File: config.mk
export PLATFORM = sky130hd
export DESIGN_NAME = bmh_cmd_fifo
export DESIGN_NICKNAME = d
export VERILOG_FILES = /design/src/sv/bmh_pkg.sv /design/src/sv/bmh_cmd_fifo.sv
export SDC_FILE = /design/constraint.sdc
export NUM_CORES = 1
export LEC_CHECK = 0
export ABC_AREA = 1
export ABC_CLOCK_PERIOD_IN_PS = 6250
export BUFFER_PORTS_ARGS = -buffer_cell sky130_fd_sc_hd__buf_4
export CAP_MARGIN = 10
export CORE_ASPECT_RATIO = 2
export CORE_MARGIN = 4
export CORE_UTILIZATION = 40
export CTS_BUF_LIST = sky130_fd_sc_hd__clkbuf_16
export DETAILED_ROUTE_END_ITERATION = 6
export SLEW_MARGIN = 40
export SYNTH_ARGS = -nofsm -noshare
export SYNTH_HDL_FRONTEND = slang
export SYNTH_SLANG_ARGS = --single-unit
export TNS_END_PERCENT = 5
File: constraint.sdc
create_clock -name clk -period 6.25 [get_ports clk]
set_input_delay 0.625 -clock clk [delete_from_list [all_inputs] [get_ports clk]]
set_output_delay 0.625 -clock clk [all_outputs]
set_load 0.005 [all_outputs]
File: src/sv/bmh_pkg.sv
`timescale 1ns / 1ps
`default_nettype none
// ----------------------------------------------------------------------------
// bmh_pkg
// Shared types and codes for the binary min-heap engine.
// ----------------------------------------------------------------------------
package bmh_pkg;

  // heap size and key width; index and count widths follow from the size
  localparam int CAPACITY = 1024;
  localparam int KEY_W = 32;

  localparam int ACT_W = 2;
  localparam int POS_W = $clog2(CAPACITY);
  localparam int STAT_W = 3;
  localparam int CNT_W = $clog2(CAPACITY + 1);

  typedef enum logic [ACT_W-1:0] {
    ACT_INSERT  = 2'd0,
    ACT_EXTRACT = 2'd1,
    ACT_DECR    = 2'd2,
    ACT_DELETE  = 2'd3
  } action_t;

  typedef enum logic [STAT_W-1:0] {
    ST_OK         = 3'd0,
    ST_FULL       = 3'd1,
    ST_EMPTY      = 3'd2,
    ST_BADIDX     = 3'd3,
    ST_NOTSMALLER = 3'd4
  } status_t;

  typedef struct packed {
    logic [ACT_W-1:0]        action;
    logic signed [KEY_W-1:0] key_value;
    logic [POS_W-1:0]        position;
  } in_item_t;

  typedef struct packed {
    logic [STAT_W-1:0]       status;
    logic signed [KEY_W-1:0] removed_key;
    logic [CNT_W-1:0]        entry_count;
    logic signed [KEY_W-1:0] min_key;
    logic                    min_valid;
  } out_item_t;

endpackage : bmh_pkg
`default_nettype wire

File: src/sv/bmh_cmd_fifo.sv
`timescale 1ns / 1ps
`default_nettype none
// ----------------------------------------------------------------------------
// bmh_cmd_fifo
// Two-entry command queue between the front end and the heap sequencer.
// ----------------------------------------------------------------------------
module bmh_cmd_fifo (
  input  wire logic              clk,
  input  wire logic              rst_n,
  input  wire logic              push,
  input  wire bmh_pkg::in_item_t push_data,
  output logic                   full,
  input  wire logic              pop,
  output bmh_pkg::in_item_t      pop_data,
  output logic                   empty
);
  import bmh_pkg::*;

  in_item_t   slot_r [2];
  logic       wptr_r, rptr_r;
  logic [1:0] fill_r;

  assign full     = (fill_r == 2'd2);
  assign empty    = (fill_r == 2'd0);
  assign pop_data = slot_r[rptr_r];

  // store beats and advance pointers
  always_ff @(posedge clk) begin
    if (!rst_n) begin
      wptr_r <= 1'b0;
      rptr_r <= 1'b0;
      fill_r <= 2'd0;
    end else begin
      if (push && !full) begin
        slot_r[wptr_r] <= push_data;
        wptr_r <= ~wptr_r;
      end
      if (pop && !empty) begin
        rptr_r <= ~rptr_r;
      end
      fill_r <= fill_r + {1'b0, push && !full} - {1'b0, pop && !empty};
    end
  end

  a_fill_range: assert property (@(posedge clk) disable iff (!rst_n)
    fill_r != 2'd3) else $error("queue fill out of range");
  a_no_overflow: assert property (@(posedge clk) disable iff (!rst_n)
    full && !pop |=> full) else $error("full queue lost an entry");
  a_ptr_match: assert property (@(posedge clk) disable iff (!rst_n)
    empty |-> wptr_r == rptr_r) else $error("pointers differ when empty");

endmodule : bmh_cmd_fifo
`default_nettype wire

==> impl_results.md <==
* Post-synthesis instance total at 177
* CP delay by family, top: buffers and inverters
* Setup crit end kind: output pin
* CTS tree: yes
* Total number of vias at between 1500 and 2000
* Clk pin slew, worst setup/hold paths at 0.06 ns
* Worst vdd ir at 0.250 mV
* Aggregate routed wire length at 6220 microns
* Clk root buf: clkbuf_16
* Die Wd at between 70 and 80 microns
* Sequential share of the synthesized area at 0.755
* Row cnt at 49
* Setup TNS at 0 ns
* Int Pwr at 1.26 mW
* Fmax achieved at 407 MHz
* P_leak at 1.86 nW
* Crit path launch type: register
* Min-Delay Path Class: primary input to register
* Outcome: completed
* Final Cell Area at ~4600 sq um
* Resize count post-CTS at 0
* Total GRT Usage at 0.121
* Share of cells above drive strength 1 at 0.541
* CTS HTree Levels at 3
* Met1 GRT Util at 0.124
* Worst-path cell chain: buf_4 -> mux2_2 -> buf_4
* Placed Area at ~4400 sq um
* Hold-fix buffers, CTS at 0
* Grt total ovfl at 0
* Final worst path period share at 0.393
* Die H at approximately 140 microns
* First-pass GRT wire length at about 9200 microns
* CP max-delay cell: buf_4
* Core Region at 8950 sq um
* Max-Cap Viols at 0
* Antenna diodes at 0
* RSZ-0062 raised after global routing: no
* Final Skew at 0.00700 ns
* Hold Startpoint: push_data[38]
* Top FF cell, synth: edfxtp_1
* Setup-failing EPs final at 0
* Cell accounting for the most synthesized area: edfxtp_1
* Slew margin rel. at 0.464
* Largest net degree at the start of global routing at 45
* Antenna viol nets, final at 0
* Clock power frac at 0.279
* Top post-synthesis cells by count: edfxtp_1 (88), mux2_4 (40), inv_1 (10), nor2_1 (10), nand2_1 (8)
* Area growth syn-to-layout at 27.9%
* Number of warnings issued by yosys at 0
* Avg Cell Area, Syn at 20.5 sq um
* Net Sw Frac at 0.238
* Most used routing layer: met2
* Clk_lat worst skew at 0.33 ns
* Worst r2r src: fill_r[1]
* Combinational Power Share at 0.255
* Yosys top cell area share at 0.727
* CTS Sinks at 93
* Critical Path Most Common Cell: buf_4
* # Post-CTS Setup Buffers at 0
* Die footprint at 10800 sq um
* Final Hold Fails at 0
* Top Ports at 94
* Post-synth EDFFs at 88
* Critical path buffers and inverters at 2
* Synth area leaders: edfxtp_1 (73%), mux2_4 (17%), dfxtp_1 (2.8%)
* Inserted Clock Buffers at 9
* CTS max path bufs at 2
* DRC violations left at 0
* Met2 usage at 0.210
* Part of the power in registers at 0.467
* Effective utilization at floorplan at 0.406
* Post-synth cell types at 13
* Port bufs at 93
* Most common cell in the netlist: edfxtp_1
* Power per Cell Area at 355 nW/um^2
* Avg WL per Cell at 16.1 microns
* Final Max Tran Viols at 0
* Vias/cell at ~4.6
* Nets at 328
* Initial antenna violation count at 0
* CP Max Fanout at between 40 and 50
* Drt pass-1 iters at 4
* Fill count at 752
* CP Class: register to output pin
* Async set-reset flop share out of synthesis at 0
* Seq cells post-synth at 93
* Met3 Track Usage GR at 0.0409
* Min cycle time layout at 2.45 ns
* Data arrival, critical path at around 1.8 ns
* GP Congestion at around 0.80
* Dpl hpwl at 4320 microns
* Vias in the first global route at roughly 1800
* Number of DRC markers in iteration 0 at 58
* Worst-margin pin slew at 0.805 ns
* Post-Syn Area at 3630 sq um
* Mapped Nets at 227
* Max incr delay on CP at 0.63 ns
* Req. time, crit path at around 5.6 ns
* Psw at 0.393 mW
==> sequential cells by signal (all words and copies together) (netlist names), named ones only <==
register and count:
fill_r 2, rptr_r 1, wptr_r 1, slot_r 88
==> logic make-up after synthesis <==
logic type,synth area share
compound gates,0.00413
fa+ha+maj,0.00688
buf+inv,0.0355
flops,0.755
mux,0.178
simple gates,0.0213
==> through the flow <==
stage	setup WS [ns]	cells	hold slack, ns	total power, mW	utilization
after floorplan	3.22	177	0.467	1.06	-
final	3.80	385	0.478	1.65	0.519
after global placement	4.02	369	0.494	1.21	0.491
after global routing	3.71	385	0.466	1.73	0.519
after CTS	3.74	385	0.462	1.68	0.519
after detailed placement	3.99	369	0.511	1.21	0.491
==> power by group through the flow <==
stage               registers [mW]  clock network [mW]  logic, mW
finish                       0.769               0.459      0.420
global route                 0.775               0.499      0.457
CTS                          0.770               0.474      0.432
detailed placement           0.783                   0      0.431
global placement             0.781                   0      0.428
floorplan                    0.780                   0      0.276
==> cell usage in the layout (no fill, tap or decap), types with 2 or more instances in the layout <==
cell,netlist,layout
buf_4,0,95
nand3_1,2,2
clkinv_2,0,2
dfxtp_1,5,4
mux2_4,40,40
inv_1,10,13
clkbuf_16,0,9
nand2_1,8,8
edfxtp_1,88,88
nor2_1,10,9
mux2_2,4,4
ha_1,2,2
o21ai_0,2,2
==> worst register-to-register path, stage by stage, from the launching register on <==
cell and delay [ns]:
dfxtp_1 0.31, inv_1 0.12, o21ai_0 0.17, nor2_4 0.52, buf_4 0.45
==> final timing paths <==
| check | cells after the start | slack, ns | endpoint |
|---|---|---|---|
| max | 3 | 3.80 | pop_data[43] |
| min | 1 | 0.48 | slot_r[1][38] |
| min reg2reg | 2 | 0.52 | rptr_r |
| max reg2reg | 4 | 4.32 | slot_r[1][36] |
==> routing by layer <==
metal / share of wire / up-vias / wire length (microns)
met2: 0.58 / 54 / 3630
met1: 0.33 / 850 / 2060
met4: 0.021 / 0 / 131
met5: 0 / - / 0
li1: - / 866 / -
met3: 0.064 / 10 / 398
==> final cells by class <==
class,count,area [sq um],share of cell area
Multi-Input combinational cell,69,771,0.166
Sequential cell,93,2740,0.590
Clock buffer,9,225,0.0484
Tap cell,102,128,0.0274
Inverter,10,40.0,0.00861
Timing Repair Buffer,95,713,0.153
Clock inverter,7,28.8,0.00619
(Power assumes the default switching activity.)
